File: src/rtl/core/mcbq_pkg.sv
// Shared types, widths and codes for the multichannel cascaded biquad IIR unit.
package mcbq_pkg;

	localparam int WORD_W       = 32;
	localparam int ACC_W        = 64;
	localparam int FRAC_W       = 5;
	localparam int CHAN_W       = 3;
	localparam int SEC_FIELD_W  = 2;
	localparam int TAP_FIELD_W  = 2;
	localparam int FUNC_W       = 2;
	localparam int IN_DATA_W    = 72;
	localparam int OUT_DATA_W   = 40;

	localparam int CHANNELS_DEF = 8;
	localparam int SECTIONS_DEF = 4;
	localparam int TAPS_DEF     = 3;

	localparam logic [FRAC_W-1:0] FRAC_RST = 5'd14;

	typedef enum logic [FUNC_W-1:0] {
		FUNC_LOAD   = 2'd0,
		FUNC_FILTER = 2'd1,
		FUNC_CLEAR  = 2'd2,
		FUNC_NONE   = 2'd3
	} func_t;

	typedef struct packed {
		logic init;
		logic mul;
		logic sub;
	} mac_ctl_t;

endpackage

File: src/rtl/core/mcbq_mac.sv
// Shared multiply-accumulate with rounding and fraction shift.
module mcbq_mac import mcbq_pkg::*; (
	input  logic                     clk,
	input  logic                     arst_n,
	input  mac_ctl_t                 ctl,
	input  logic [WORD_W-1:0]        coef,
	input  logic [WORD_W-1:0]        data,
	input  logic [FRAC_W-1:0]        shift,
	output logic [WORD_W-1:0]        result
);

	logic signed [ACC_W-1:0] coef_ext;
	logic signed [ACC_W-1:0] data_ext;
	logic signed [ACC_W-1:0] prod_s1;
	logic                    vld_s1;
	logic                    sub_s1;
	logic [ACC_W-1:0]        acc_q;
	logic [ACC_W-1:0]        half;

	assign coef_ext = ACC_W'($signed(coef));
	assign data_ext = ACC_W'($signed(data));
	assign half     = (shift == '0) ? '0 : (ACC_W'(1) << (shift - 1'b1));

	always_ff @(posedge clk) begin
		if (ctl.mul) begin
			prod_s1 <= coef_ext * data_ext;
			sub_s1  <= ctl.sub;
		end
		if (ctl.init) begin
			acc_q <= half;
		end else if (vld_s1) begin
			acc_q <= sub_s1 ? acc_q - ACC_W'(prod_s1) : acc_q + ACC_W'(prod_s1);
		end
	end

	always_ff @(posedge clk or negedge arst_n) begin
		if (!arst_n) begin
			vld_s1 <= 1'b0;
		end else begin
			vld_s1 <= ctl.mul;
		end
	end

	assign result = WORD_W'(acc_q >> shift);

endmodule

File: config.mk
export PLATFORM = sky130hd
export DESIGN_NAME = mcbq_mac
export DESIGN_NICKNAME = d
export VERILOG_FILES = /design/src/rtl/core/mcbq_pkg.sv /design/src/rtl/core/mcbq_mac.sv
export SDC_FILE = /design/constraint.sdc
export NUM_CORES = 2
export LEC_CHECK = 0
export BUFFER_PORTS_ARGS = -buffer_cell sky130_fd_sc_hd__clkbuf_2
export CAP_MARGIN = 20
export CORE_MARGIN = 5
export CORE_UTILIZATION = 60
export CTS_CLUSTER_DIAMETER = 80
export DETAILED_ROUTE_END_ITERATION = 16
export PLACE_DENSITY = 0.79
export SYNTH_ARGS = -nofsm -noshare
export SYNTH_HDL_FRONTEND = slang
export SYNTH_SLANG_ARGS = --single-unit
File: constraint.sdc
create_clock -name clk -period 5.9 [get_ports clk]
set_input_delay 0.59 -clock clk [delete_from_list [all_inputs] [get_ports clk]]
set_output_delay 0.59 -clock clk [all_outputs]
set_load 0.01 [all_outputs]
Yosys cells after proc, flatten, opt, wreduce, memory -nomap -nowiden
Index checks and enable logic that the tools add are counted.
- word-level logic and storage cells: 16
- output and inout port bits: 32
- register bits: 130
- latch bits: 0
- bits in writable memories: 0
- memory bits (read-only): 0
- memories kept: 0
- bits of input ports: 74
- shift-type cells: 2
- add/subtract/negate cells: 3
- multiply operators: 1
- reduce and logical (&&, ||, !) cells: 2
- bitwise operators: 0
- mux-type cells: 4
- divide/modulo/power cells: 0
- $lt $le $gt $ge: 0
- equal/unequal tests: 0
- operators by type and width (cell ; count):
    $mux 64 ; 4
    $add 64x64->64 ; 1
    $mul 32x32->64 ; 1
    $shl 1x5->64 const A ; 1
    $shr 64x5->32 ; 1
    $sub 64x64->64 ; 1
    $logic_not 5->1 ; 1
    $sub 5x1->5 const B ; 1
    $reduce_bool 2->1 ; 1

Logic depth before layout (Yosys ltp)
- depth in word-level cells: 4
- depth in mapped cells: 29
- mapped depth without buffers: 27

Least setup slack after synthesis
OpenSTA, ideal clock, no wires.
- path kind: in2reg
- from: in data[2]
- to: reg prod_s1[61], data pin
- path slack: -2.311 ns
- stages: 25
- data required time: 5.638 ns
- path buffers: 2
- library setup time: 0.262 ns
- arrival time: 7.949 ns
- path through: clkbuf_1 -> nand2_1 -> inv_1 -> fa_1 -> fa_1 -> fa_1 -> inv_1 -> fa_1 -> inv_1 -> fa_1 -> fa_1 -> fa_1 -> fa_1 -> ha_1 -> clkbuf_1 -> and3_1 -> nand2_1 -> or2_1 -> nor3_1 -> nand4_1 -> o21a_1 -> a21oi_1 -> o221ai_1 -> o21ai_1 -> xor2_1
- word-level cells in the longest chain between the ends: 1
- ends and longest elaborated chain (what ; line ; RTL):
    from (decl) ; mcbq_mac.sv:7 ; input logic [WORD_W-1:0] data,
    $mul 32x32->64 ; mcbq_mac.sv:26 ; prod_s1 <= coef_ext * data_ext;
    to (signal assigned) ; mcbq_mac.sv:26 ;
    to (decl) ; mcbq_mac.sv:14 ; logic signed [ACC_W-1:0] prod_s1;
Every way passes these cells.
A chain may end at the register's enable or synchronous reset.

Worst setup path in the final report
- from: in coef[20]
- to: reg prod_s1[60], data pin
- word-level cells in the longest chain between the ends: 1
- ends and longest elaborated chain (what ; line ; RTL):
    from (decl) ; mcbq_mac.sv:6 ; input logic [WORD_W-1:0] coef,
    $mul 32x32->64 ; mcbq_mac.sv:26 ;
Every way passes these cells.

==> results.toml <==
[outcome]
status = "finished with violations"
violations = "setup timing"

[die]
start_util_pct = 60.6
top_level_ports = 106
dieArea_mm2 = 0.0859
die_h_um = 293
die_x_um = 293
fp-row-count = 103
coreArea_mm2 = 0.0793

[global_routing]
top_usage_layer = "met2"
grt_pass1_wl_um = 217000
track_usage_pct = 31.2
grt_use_met1_pct = 41.4
grt_max_degree = 81
use_met2_pct = 52.5
met3_usage_pct = 5.40
grt_pass1_vias = 42100
antenna_found_initial = 2
grt_overflow = 0

[critical_path]
cp.arrival_ps = 7670
critPathBufInv = 6
reg2reg_slack_ps = 370
rr_startpoint = "prod_s1[3]"
worst_setup_path_end_kind = "flop"
worst-r2r-cell-count = 20
crit_family = "adder cells"
critPathMostFrequentCell = "fa_1"
startpoint_type = "input pin"
critical_path.max_stage_delay_ps = 590
cp_slowest_cell = "fa_1"
crit_fanout = 7
critical_path_class = "in -> reg"
cp.required_ps = 6080
timing.rr.end = "acc_q[62]"

[synthesis]
ys_warn_count = 0
synth_seq_cells = 128
synth_edf_count = 127
yosysMostFrequentCell = "fa_1"
yosysSeqAreaShare_pct = 7.99
synth_top_area_share_pct = 44.7
synth_area_leaders = "fa_1, edfxtp_1, inv_1"
ys_types = 82
synth.avg_cell_area_um2 = 9.17
synth_largest_area_cell = "fa_1"
ys_top_cells_by_count = "fa_1, inv_1, nand2_1"
synthesis.nets = 6639
synthFlopType = "edfxtp_1"
synth_cells = 5244
syn_area_mm2 = 0.0481
ys_async_sr_fraction_pct = 0.781

[clock_tree]
clkTransAtPathRegs_ps = 60
h-tree-depth = 4
clock_sinks = 128
cts_tree = "built"
max-clock-path-buffers = 2
cts_made_buffers = 17
root_buffer = "clkbuf_16"
clock_latency_ps = 430

[timing]
finalHoldViolations = 0
skew_ps = 9.91
period_share_pct = 127
rsz0062_at_grt = "yes"
slew_headroom_pct = 35.4
fin_ws_ps = -1590
fmax_mhz = 134
setup_viol = 48
layout_min_cycle_time_ps = 7490
worst_slew_pin_slew_ps = 969
drv_slew = 0
whs_ps = 343

[routing]
via_per_inst = 5.88
drt-total-wl_um = 140000
ant_nets = 0
dr.first_iter.drc_count = 3320
firstDrtPassIters = 6
via_count = 39500
route.detailed.drc = 0
routedWlPerCell_um = 20.9

[finish]
area_growth_pct = 19.2
fin_nets = 7050
drive_gt1_share_pct = 20.0
final_core_util_pct = 72.3
design_area_mm2 = 0.0573
num-fill-cells = 5188

[place]
dpl_cell_area_mm2 = 0.0537
place_congestion = 0.959
pre_cts_ws_ps = -2080
portBuffers = 105
dpl.hpwl_um = 107000

[job]
maxCapViolCount = 0

[worst_hold_path]
min_path_cells = 1
whs_endpoint = "sub_s1"
min_from = "ctl[0]"
hold_class = "in -> reg"
[worst reg2reg max path, stage by stage (launching register included)]
cell	delay (ps)
edfxtp_1	440
nor3_1	280
nor4b_2	380
nand3_1	270
nor2_1	280
nand2_1	150
or2_1	300
nor2_1	90
nor2_1	50
xnor2_1	230
ha_1	360
a2111oi_0	380
o21ai_1	120
a31oi_1	310
nor4b_1	100
nor3_1	240
o21ai_1	170
a221o_1	430
a221oi_1	430
or4b_1	200
nand4_1	90
[state kept, by name, summed over array words and instances, names as in the netlist]
signal / count
prod_s1: 63
vld_s1: 1
acc_q: 63
sub_s1: 1
[cells in the final DEF, fill, tap and decap left out, types with 127 or more instances in the layout]
| master | netlist | layout |
|---|---|---|
| nand2_1 | 694 | 664 |
| and2_1 | 505 | 455 |
| a21oi_1 | 213 | 172 |
| inv_1 | 966 | 935 |
| edfxtp_1 | 127 | 127 |
| ha_1 | 247 | 211 |
| nor2_1 | 174 | 165 |
| fa_1 | 1074 | 986 |
| buf_4 | 0 | 412 |
| xnor2_1 | 147 | 139 |
[how the worst max path moves through the flow]
stage                   from           to  slack (ps)  cells after the start
finish              coef[20]  prod_s1[60]       -1590                     26
global route        coef[20]  prod_s1[60]       -1750                     26
CTS                 coef[13]  prod_s1[62]       -1340                     27
detailed placement  coef[30]  prod_s1[62]       -2080                     27
global placement     data[3]  prod_s1[62]       -1930                     24
floorplan           coef[31]  prod_s1[61]       -1810                     24
[routing by layer]
layer  wire, um  vias up
li1           -    17000
met1      53000    19900
met2      67900     2104
met3      12400      550
met4       7040        0
met5          0        -
[cell type report]
cell class	count	area, um^2	area share (%)
multi-input combinational	3855	41200	71.8
sequential	128	3840	6.70
clock inverter	14	141	0.247
inverter	968	3640	6.35
timing repair buffer	685	6770	11.8
tap	1050	1310	2.29
clock buffer	18	429	0.749
antenna	3	7.51	0.0131
[timing repair]
action                                  CTS  global route
cloned                                    9             6
endpoints found under the setup margin   51            51
buffers inserted                         60            27
pin swaps                               182           102
hold buffers                              1             0
endpoints found under the hold margin     1             0
gates resized for setup                 322           191
[stage by stage]
stage                     TNS (ps)  std cells
after CTS                   -40130       6690
after global routing        -57820       6719
after global placement      -68450       6592
after floorplan             -40070       5244
final                       -51390       6721
after detailed placement    -74030       6592
[cells by family after synthesis]
logic type	synth area share [%]
xor gates and xnor gates	3.50
DFF	7.99
buffers and inverters	9.86
and+or+nand+nor	16.8
AOI/OAI and AO/OA	7.87
adders and majority gates	51.2
muxes	2.88
Power is left out: the tool's default activity adds up to more than one toggle a clock period on the data nets, which glitch-free logic cannot reach.
